$ cat config.mk
export PLATFORM = sky130hd
export DESIGN_NAME = ffca_ram
export DESIGN_NICKNAME = d
export VERILOG_FILES = /design/src/sv/ffca_ram.sv
export SDC_FILE = /design/constraint.sdc
export NUM_CORES = 1
export LEC_CHECK = 0
export BUFFER_PORTS_ARGS = -buffer_cell sky130_fd_sc_hd__buf_4
export CAP_MARGIN = 15
export CORE_MARGIN = 4
export CORE_UTILIZATION = 35
export CTS_CLUSTER_DIAMETER = 120
export DETAILED_ROUTE_END_ITERATION = 8
export GPL_ROUTABILITY_DRIVEN = 1
export GPL_TIMING_DRIVEN = 1
export SYNTH_ARGS = -nofsm -noshare
export SYNTH_HDL_FRONTEND = slang
export SYNTH_SLANG_ARGS = --single-unit
$ cat constraint.sdc
create_clock -name i_clk -period 2.5 [get_ports i_clk]
set_input_delay 0.375 -clock i_clk [delete_from_list [all_inputs] [get_ports i_clk]]
set_output_delay 0.375 -clock i_clk [all_outputs]
set_load 0.05 [all_outputs]
$ cat src/sv/ffca_ram.sv
module ffca_ram #(
    parameter int WIDTH = 8,
    parameter int DEPTH = 64
) (
    input  logic                     i_clk,
    input  logic                     i_we,
    input  logic [$clog2(DEPTH)-1:0] i_waddr,
    input  logic [WIDTH-1:0]         i_wdata,
    input  logic [$clog2(DEPTH)-1:0] i_raddr,
    output logic [WIDTH-1:0]         o_rdata
);

    logic [WIDTH-1:0] r_mem [DEPTH];
    logic [WIDTH-1:0] r_rdata;

    always_ff @(posedge i_clk) begin
        if (i_we) begin
            r_mem[i_waddr] <= i_wdata;
        end
        r_rdata <= r_mem[i_raddr];
    end

    assign o_rdata = r_rdata;

endmodule

==> out/metrics.cfg, run 1 <==
[cts]
cts-root-buf=clkbuf_16
htree_levels=2
ctsHoldBuffers=0
cts_resized=0
ctsLongestPathBuffers=3
cts_buffers=52
cts_tree=yes
clkSinkCount=520
post_cts_buffers=0
clk_latency_ns=0.59
path_clk_slew_ns=0.06

[logic_synthesis]
synth.avg_cell_area_um2=21.45
netlist_instances=940
synth.net_count=962
netlist_top_cells_count=512 x edfxtp_1, 126 x mux4_2, 83 x nor2_1
syn_area_um2=20170
yosys-top-cells-area=edfxtp_1 76%, mux4_2 14%, nor2_1 1.5%
synth.most_common_cell=edfxtp_1
synth_seq_cells=520
async_reset_ff_share_pct=0
yosysSeqAreaShare_pct=77.03
yosys_warnings=0
synth-edff-count=512
synth_cell_types=40
ys.flop_type=edfxtp_1
synth_top_cell_area_share_pct=76.24
yosysTopAreaCell=edfxtp_1

[setup_path]
timing.rr.end=o_rdata[4]
critical_path_required_ns=2.96
crit_type=register to register
r2r-start=r_mem[24][4]
crit_arrival_ns=2.49
end_kind=register
rrSetupSlack_ns=0.47
critPathMaxFanout=1
start_kind=register
reg2reg_depth=5

[pwr]
ir_drop_v=0.0003848
p_leak_uw=0.007603
p_per_area_nw_per_um2=777.5

[global_routing]
antenna_found_initial=2
gr-total-overflow=0
grt_max_degree=65
first_global_vias=10147
grt_pass1_wl_mm=67.68
grt_usage_pct=15.08

[die]
core_area_um2=56710
die-area_um2=61520
die_h_um=248.0
initial_utilization_pct=35.56
std_cell_rows=87
ios=30
die_w_um=248.0

[drt]
antenna_left=0
drc=0
viasPerCell=5.132
drt_iter0_drc=815
avgRoutedWirePerCell_um=24.16
dr.pass1.iters=4
wirelength_mm=45.71
vias=9709

[min_path]
hold_end=o_rdata[5]
min_from=i_raddr[5]
timing.hold.worst_path_depth=2
hp-class=primary input to register

[cells_and_area]
syn2layout_area_growth_pct=17.85
drive_gt1_share_pct=32.60
fin_area_um2=23770
fin_nets=1116

[sta]
rsz0062_at_grt=no
worst_pin_slew_ns=0.7489
clock.fmax_ghz=0.4923
min_period_over_period_pct=81.25
finalClockSkew_ns=0.01932
slew_violations=0
max_slew_margin_pct=50.07
hold_violations=0
period_minus_slack_ns=2.031
final.setup.tns_ns=0
setup_violations=0

[job]
drv_cap=0

[placement]
placed_cell_area_um2=22050
dp_hpwl_mm=28.87
place_congestion=0.8021
numPortBuffers=29

[outcome]
status=completed

[where the power goes]
group          leakage, µW  switching [µW]  internal [µW]  total (µW)
clock network     0.000832            3180           4600        7790
logic              0.00210             608            394        1000
registers          0.00467            37.3           9650        9690
[placed cells by master (no fill, tap or decap), types with 10 or more instances in the layout]
cell	n
mux4_2	126
nand2_1	19
buf_4	141
nand3_1	13
nor2_1	83
clkbuf_16	53
nor2b_1	14
mux2i_1	23
edfxtp_1	512
clkinv_2	10
mux2_2	13
[registers in the layout (all words and copies together) (netlist names)]
name     flops
o_rdata      8
r_mem      512
[cell type report]
class,instances,area (µm²)
fillers,4912,32950
flip-flops and latches,520,15530
multi-input cells,369,4315
clock buffers,62,1360
repair buffers,151,1252
well taps,756,945.9
clock inverters,33,355.3
diodes,1,2.502
[stage by stage]
stage	std cells	hold WS, ns	power, µW	worst slack, ns	util [%]
CTS	1891	0.07669	18710	0.4482	41.90
floorplan	940	0.4739	10420	0.4573	-
detailed placement	1796	0.7179	10890	-0.1053	38.88
global placement	1796	0.7214	10880	-0.07475	38.88
finish	1892	0.1223	18480	0.4687	41.91
global route	1891	0.1215	19130	0.4073	41.90
[kinds of logic (layout without fill, tap and decap cells)]
family / count (synthesis) / in the layout / synth area share, %
flip-flops: 520 / 520 / 77.03
multiplexers: 162 / 162 / 15.94
AND/OR/NAND/NOR: 153 / 153 / 3.387
AO/OA/AOI/OAI: 54 / 54 / 2.072
buffers and inverters: 51 / 246 / 1.570
other: 0 / 1 / 0
[metal layers]
metal  up-vias  share of wire [%]  global-route usage, %
met5         -                  0                      0
met2       300                 47                  23.73
li1       4243                  -                      -
met1      5076                 43                  21.17
met3        90                6.4                  2.863
met4         0                3.1                  5.459
[critical path, stage by stage (launching register included)]
cell,delay [ns]
edfxtp_1,0.37
mux4_2,0.45
mux2_2,0.29
o221a_2,0.28
nor3_1,0.36
o32ai_1,0.14
[worst max-delay path by stage]
stage / from / end / slack [ns]
5_1_grt: r_mem[29][4] / o_rdata[4] / 0.41
3_3_place_gp: i_raddr[0] / o_rdata[6] / -0.07
2_1_floorplan: i_raddr[1] / o_rdata[3] / 0.46
3_5_place_dp: i_raddr[0] / o_rdata[6] / -0.11
6_report: r_mem[24][4] / o_rdata[4] / 0.47
4_1_cts: r_mem[29][4] / o_rdata[4] / 0.45
No activity file was read; power rests on OpenSTA's default activity.
==> run 2: changes to the inputs <==
--- a/config.mk
+++ b/config.mk
@@ -5,6 +5,7 @@
 export SDC_FILE = /design/constraint.sdc
 export NUM_CORES = 1
 export LEC_CHECK = 0
+export ABC_AREA = 1
 export BUFFER_PORTS_ARGS = -buffer_cell sky130_fd_sc_hd__buf_4
 export CAP_MARGIN = 15
 export CORE_MARGIN = 4
==> constraint.sdc (replaced) <==
create_clock -name i_clk -period 1.9 [get_ports i_clk]
set_input_delay 0.285 -clock i_clk [delete_from_list [all_inputs] [get_ports i_clk]]
set_output_delay 0.285 -clock i_clk [all_outputs]
set_load 0.05 [all_outputs]
==> run 2 against run 1 <==
  * Power rose by 33%
  * Synthesized cell count rose by 92%
  * Cell count rose by 44%
  * Register-to-register slack barely moved
  * Clock skew rose by 0.0018 ns
  * Sequential power rose by 31%
  * Largest cell class unchanged
  * Critical path depth fell by 4
  * Highest routed layer unchanged
  * First-iteration DRC count rose by 110%
  * Sequential cell count did not move
==> out/metrics.cfg, run 2 <==
[sta]
rsz0062_at_grt=no
hold_violations=0  ; unchanged
setup_violations=0  ; unchanged
finalClockSkew_ns=0.02113  ; +0.001811 ns
min_period_over_period_pct=80.20
finalHoldWorstSlack_ns=0.05247  ; -0.06986 ns
period_minus_slack_ns=1.524
max_slew_margin_pct=48.63  ; -1.4 points
worst_pin_slew_ns=0.7697  ; +0.02085 ns
clock.fmax_ghz=0.6563
slew_violations=0  ; unchanged
final.setup.tns_ns=0  ; unchanged

[cells_and_area]
fillCellCount=5673  ; +15%
fin_cells=2726  ; +44%
fin_area_um2=24670  ; +3.8%
layout_common_cells=648 x nand2_1, 512 x edfxtp_1, 439 x nand3_1
syn2layout_area_growth_pct=15.63
fin_nets=1921  ; +72%
drive_gt1_share_pct=11.68  ; -21 points
layout_commonest_cell=nand2_1
largest_reg_flops=512  ; unchanged
largest_register=r_mem

[cts]
htree_levels=2  ; unchanged
clk_latency_ns=0.61  ; +0.02 ns
clkSinkCount=520  ; unchanged
cts_tree=yes
path_clk_slew_ns=0.06  ; about the same
cts-root-buf=clkbuf_16
post_cts_buffers=0  ; unchanged
cts_resized=0  ; unchanged
ctsHoldBuffers=1  ; +1
cts_buffers=52  ; unchanged
ctsLongestPathBuffers=3  ; unchanged

[logic_synthesis]
synth.avg_cell_area_um2=11.82  ; -45%
synth_top_family_by_area=simple AND/OR/NAND/NOR gates
yosys.area_share.adder_pct=0  ; unchanged
synth_seq_cells=520  ; unchanged
synth.most_common_cell=nand2_1
ys.flop_type=edfxtp_1
yosys_warnings=0  ; unchanged
synth_xor_area_share_pct=0  ; unchanged
synth_cell_types=16  ; -60%
synth.mux.area_fraction_pct=0  ; -16 points
syn_area_um2=21340  ; +5.8%
yosysTopAreaCell=edfxtp_1
async_reset_ff_share_pct=0  ; unchanged
synth.net_count=1827  ; +90%
synthSimpleGateAreaFrac_pct=23.18  ; +20 points
synth-edff-count=512  ; unchanged
yosysSeqAreaShare_pct=72.80  ; -4.2 points
synth_top_cell_area_share_pct=72.05  ; -4.2 points
yosys-top-cells-area=edfxtp_1 72%, nand2_1 11%, nand3_1 10%
synth-compound-area-share_pct=0  ; -2.1 points
netlist_instances=1805  ; +92%
netlist_top_cells_count=648 x nand2_1, 512 x edfxtp_1, 439 x nand3_1

[die]
std_cell_rows=90  ; +3.4%
die_w_um=254.9  ; +2.8%
ios=30  ; unchanged
die-area_um2=64980  ; +5.6%
die_h_um=254.9  ; +2.8%
core_area_um2=60360  ; +6.4%
initial_utilization_pct=35.35  ; -0.20 points

[global_routing]
gr-total-overflow=0  ; unchanged
grt_max_degree=66  ; +1.5%
grt_pass1_wl_mm=85.35  ; +26%
antenna_found_initial=1  ; -1
grt_usage_pct=17.19  ; +2.1 points
first_global_vias=13668  ; +35%

[setup_path]
end_kind=primary output
start_kind=register
crit_arrival_ns=1.24  ; -1.25 ns
r2r-start=r_mem[25][4]
cpLargestDelayFamily=flip-flops
max_stage_delay_ns=0.40  ; -0.05 ns
crit_chain=buf_4
critPathMaxFanout=1  ; unchanged
critical_path_required_ns=1.62  ; -1.34 ns
rrSetupSlack_ns=0.46  ; about the same
crit_type=register to primary output
timing.rr.end=o_rdata[4]
reg2reg_depth=8  ; +3
critPathBufInv=1  ; +1
cpMaxStageDelayCell=dfxtp_1

[pwr]
p_seq_share_pct=51.8  ; -0.6 points
power_frac_comb_pct=6.9  ; +1.5 points
p_leak_uw=0.008962  ; +18%
swShare_pct=22.54  ; +1.8 points
power.share.clock_pct=41.3  ; -0.9 points
switching_power_uw=5540  ; +45%
ir_drop_v=0.0006641  ; +73%
p_per_area_nw_per_um2=995.9  ; +28%
power.internal_uw=19040  ; +30%

[min_path]
timing.hold.worst_path_depth=1  ; -1
min_from=i_wdata[5]
hold_end=r_mem[4][5]
hp-class=primary input to register

[outcome]
status=completed

[drt]
viasPerCell=5.177  ; +0.89%
wl_met3_mm=4.386  ; +50%
wl_met1_mm=25.00  ; +27%
vias=14113  ; +45%
wirelength_mm=55.89  ; +22%
highest_layer=met4
avgRoutedWirePerCell_um=20.50  ; -15%
antenna_left=0  ; unchanged
drc=0  ; unchanged
wl_met2_mm=25.06  ; +15%
dr.pass1.iters=5  ; +1
drt_iter0_drc=1671  ; +110%

[placement]
placed_cell_area_um2=22980  ; +4.2%
dp_hpwl_mm=33.40  ; +16%
dp_cells=2626  ; +46%
place_congestion=0.8426  ; +5.0%
numPortBuffers=29  ; unchanged

[job]
drv_cap=0  ; unchanged

run 2: cell count changes after synthesis, moves of 23 or more:
cell	change
nand2_1	+629
nand3_1	+426
mux4_2	-126
buf_6	+31
nor2_1	-27
buf_2	+26
mux2i_1	-23
run 2: worst max-delay path by stage:
stage	from	end	slack [ns]	cells past startpoint
final	o_rdata[6]	o_rdata[6]	0.38	1
after global routing	o_rdata[6]	o_rdata[6]	0.34	1
after CTS	o_rdata[6]	o_rdata[6]	0.35	1
after detailed placement	i_raddr[0]	o_rdata[0]	-0.01	10
after global placement	i_raddr[0]	o_rdata[4]	-0.01	11
after floorplan	i_we	r_mem[48][0]	-0.15	3
run 2: cell families (layout without fill, tap and decap cells):
kind of cell / Yosys count / in the layout
DFF: 520 / 520
other: 0 / 1
and+or+nand+nor: 1160 / 1160
buffers and inverters: 125 / 263
run 2: power by group through the flow:
| stage | combinational (µW) | sequential (µW) | clock (µW) |
|---|---|---|---|
| 2_1_floorplan | 892 | 13000 | 0 |
| 3_5_place_dp | 1700 | 13000 | 0 |
| 3_3_place_gp | 1690 | 13000 | 0 |
| 6_report | 1710 | 12700 | 10100 |
| 5_1_grt | 1860 | 12700 | 10900 |
| 4_1_cts | 1710 | 12700 | 10300 |
run 2: layout make-up:
cell class                      count  area, µm²  area share [%]
Inverter                           12      52.55          0.2130
Clock inverter                     33      287.8           1.166
Sequential cell                   520      15530           62.96
Tap cell                          782      978.4           3.965
Multi-Input combinational cell   1160       4946           20.04
Timing Repair Buffer              153       1480           5.999
Clock buffer                       65       1393           5.644
Antenna cell                        1      2.502         0.01014
run 2: per-layer routing:
| metal | up-vias | track usage (%) |
|---|---|---|
| met5 | - | 0 |
| met4 | 0 | 5.113 |
| met3 | 94 | 2.500 |
| met2 | 599 | 26.04 |
| met1 | 6870 | 25.88 |
| li1 | 6550 | - |
run 2: metrics by stage:
| step | utilization, % | total power, µW | setup WS (ns) |
|---|---|---|---|
| after floorplan | - | 13930 | -0.1511 |
| after global placement | 38.08 | 14660 | -0.01339 |
| after detailed placement | 38.08 | 14670 | -0.01124 |
| after CTS | 40.88 | 24770 | 0.3471 |
| after global routing | 40.88 | 25450 | 0.3401 |
| final | 40.88 | 24570 | 0.3762 |
==> run 3: changes to the inputs <==
==> constraint.sdc (replaced) <==
create_clock -name i_clk -period 1.3 [get_ports i_clk]
set_input_delay 0.195 -clock i_clk [delete_from_list [all_inputs] [get_ports i_clk]]
set_output_delay 0.195 -clock i_clk [all_outputs]
set_load 0.05 [all_outputs]
==> run 3 against run 2 <==
  * Largest cell class unchanged
  * Setup slack worse by 0.41 ns
  * Power is 49% higher
  * Critical endpoint unchanged
  * Sequential power is 46% higher
  * Clock power is 50% higher
  * The run now ends with negative setup slack left
  * Via count is 1.4% lower
  * Global-route usage is 0.56 points lower
==> out/metrics.cfg, run 3 (synthesis results as in run 2) <==
[sta]
postLayoutSetupSlackWorst_ns=-0.03198  ; -0.4082 ns
hold_violations=0  ; unchanged
clock.fmax_ghz=0.7508
finalClockSkew_ns=0.01589  ; -0.005241 ns
max_slew_margin_pct=40.71  ; -7.9 points
setup_violations=5  ; +5
rsz0062_at_grt=yes
final.setup.tns_ns=-0.07230  ; -0.07230 ns
worst_pin_slew_ns=0.8893  ; +0.1196 ns
slew_violations=0  ; unchanged
period_minus_slack_ns=1.332
min_period_over_period_pct=102.5

[cells_and_area]
fillCellCount=5528  ; -2.6%
fin_nets=1940  ; +0.99%
drive_gt1_share_pct=17.16  ; +5.5 points
layout_commonest_cell=nand2_1
multi_input_area_um2=5396  ; +9.1%
layout_common_cells=645 x nand2_1, 512 x edfxtp_1, 411 x nand3_1
seq_area_um2=15560  ; +0.16%
finish.utilization_pct=42.41  ; +1.5 points
largest_register=r_mem
largest_reg_flops=512  ; unchanged
diodes=0  ; -1
fin_area_um2=25600  ; +3.7%
syn2layout_area_growth_pct=19.96

[job]
drv_cap=0  ; unchanged

[placement]
dp_hpwl_mm=33.10  ; -0.88%
place_congestion=0.8268  ; -1.9%
placed_cell_area_um2=23610  ; +2.7%
numPortBuffers=29  ; unchanged

[cts]
cts-root-buf=clkbuf_16
clkSinkCount=520  ; unchanged
htree_levels=2  ; unchanged
cts_buffers=51  ; -1.9%
ctsLongestPathBuffers=3  ; unchanged
post_cts_buffers=0  ; unchanged
path_clk_slew_ns=0.06  ; about the same
cts_tree=yes
clk_latency_ns=0.59  ; -0.02 ns

[drt]
drc=0  ; unchanged
vias=13921  ; -1.4%
avgRoutedWirePerCell_um=19.71  ; -3.9%
viasPerCell=5.081  ; -1.9%
wirelength_mm=54.01  ; -3.4%
antenna_left=0  ; unchanged
dr.pass1.iters=7  ; +2
drt_iter0_drc=1145  ; -31%

[setup_path]
cpLargestDelayFamily=flip-flops
cpMaxStageDelayCell=dfxtp_4
crit_chain=buf_8
critPathMaxFanout=1  ; unchanged
start_kind=register
critPathBufInv=1  ; unchanged
crit_type=register to primary output
max_stage_delay_ns=0.39  ; about the same
critical_path_required_ns=1.11  ; -0.51 ns
crit_arrival_ns=1.14  ; -0.10 ns
end_kind=primary output

[pwr]
ir_drop_v=0.001149  ; +73%
p_per_area_nw_per_um2=1428  ; +43%
p_leak_uw=0.009218  ; +2.9%

[global_routing]
first_global_vias=13756  ; +0.64%
grt_max_degree=71  ; +7.6%
top_usage_layer=met2
gr-total-overflow=0  ; unchanged
grtUsageMet1_pct=23.11  ; -2.8 points
grt_pass1_wl_mm=82.61  ; -3.2%
groute.layer.met3.usage_pct=3.018  ; +0.52 points
antenna_found_initial=0  ; -1
grt_usage_pct=16.63  ; -0.56 points
gr-usage-met2_pct=26.68  ; +0.64 points

[die]
die_h_um=254.9  ; unchanged
die-area_um2=64980  ; unchanged
initial_utilization_pct=35.35  ; unchanged
ios=30  ; unchanged
die_w_um=254.9  ; unchanged
std_cell_rows=90  ; unchanged
core_area_um2=60360  ; unchanged

[outcome]
violations=negative setup slack
status=complete, but fails checks

[min_path]
hp-class=primary input to register

==> run 3: worst paths after layout <==
check / from / slack [ns] / cells past startpoint / to
setup / recovery: o_rdata[6] / -0.03 / 1 / o_rdata[6]
hold / removal: i_wdata[6] / 0.12 / 2 / r_mem[1][6]
setup reg to reg: r_mem[47][2] / 0.06 / 8 / o_rdata[2]
hold reg to reg: r_mem[12][1] / 0.81 / 8 / o_rdata[1]
==> run 3: what timing repair did <==
| action | in CTS | in global routing |
|---|---|---|
| hold buffers | 1 | 0 |
| resized for setup | 36 | 27 |
| pin swaps | 0 | 5 |
| endpoints found under the hold margin | 7 | 0 |
| endpoints found under the setup margin | 12 | 15 |
==> run 3: worst reg2reg max path, delay by kind of cell, from the launching register on <==
family / cells / cell delay, ns
and+or+nand+nor: 8 / 0.77
DFF: 1 / 0.37
==> run 3: cell type report <==
class	instances	share of cell area, %
sequential	520	60.78
multi-input combinational	1160	21.08
timing repair buffer	173	7.258
clock buffer	67	5.582
tap	782	3.822
clock inverter	26	1.193
inverter	12	0.2786
==> run 3: stage by stage <==
stage | hold slack, ns | total power [µW] | std cells | setup slack [ns]
after floorplan | 0.2939 | 20440 | 1805 | -0.4484
after global placement | 0.5699 | 21600 | 2646 | -0.4703
after detailed placement | 0.5616 | 21620 | 2646 | -0.4725
after CTS | 0.06485 | 36830 | 2740 | -0.06234
after global routing | 0.1210 | 37770 | 2740 | -0.05980
final | 0.1183 | 36560 | 2740 | -0.03198
==> run 3: layer usage <==
layer	wire length, µm	vias up
met5	0	-
met4	1617	0
met3	3277	104
met2	25420	434
met1	23690	6787
li1	-	6596
==> run 3: where the power goes <==
group	switching, µW	internal (µW)	leakage [µW]
clock	6070	9090	0.000858
sequential	80.9	18600	0.00468
combinational	1850	891	0.00368
total	8010	28600	0.00922
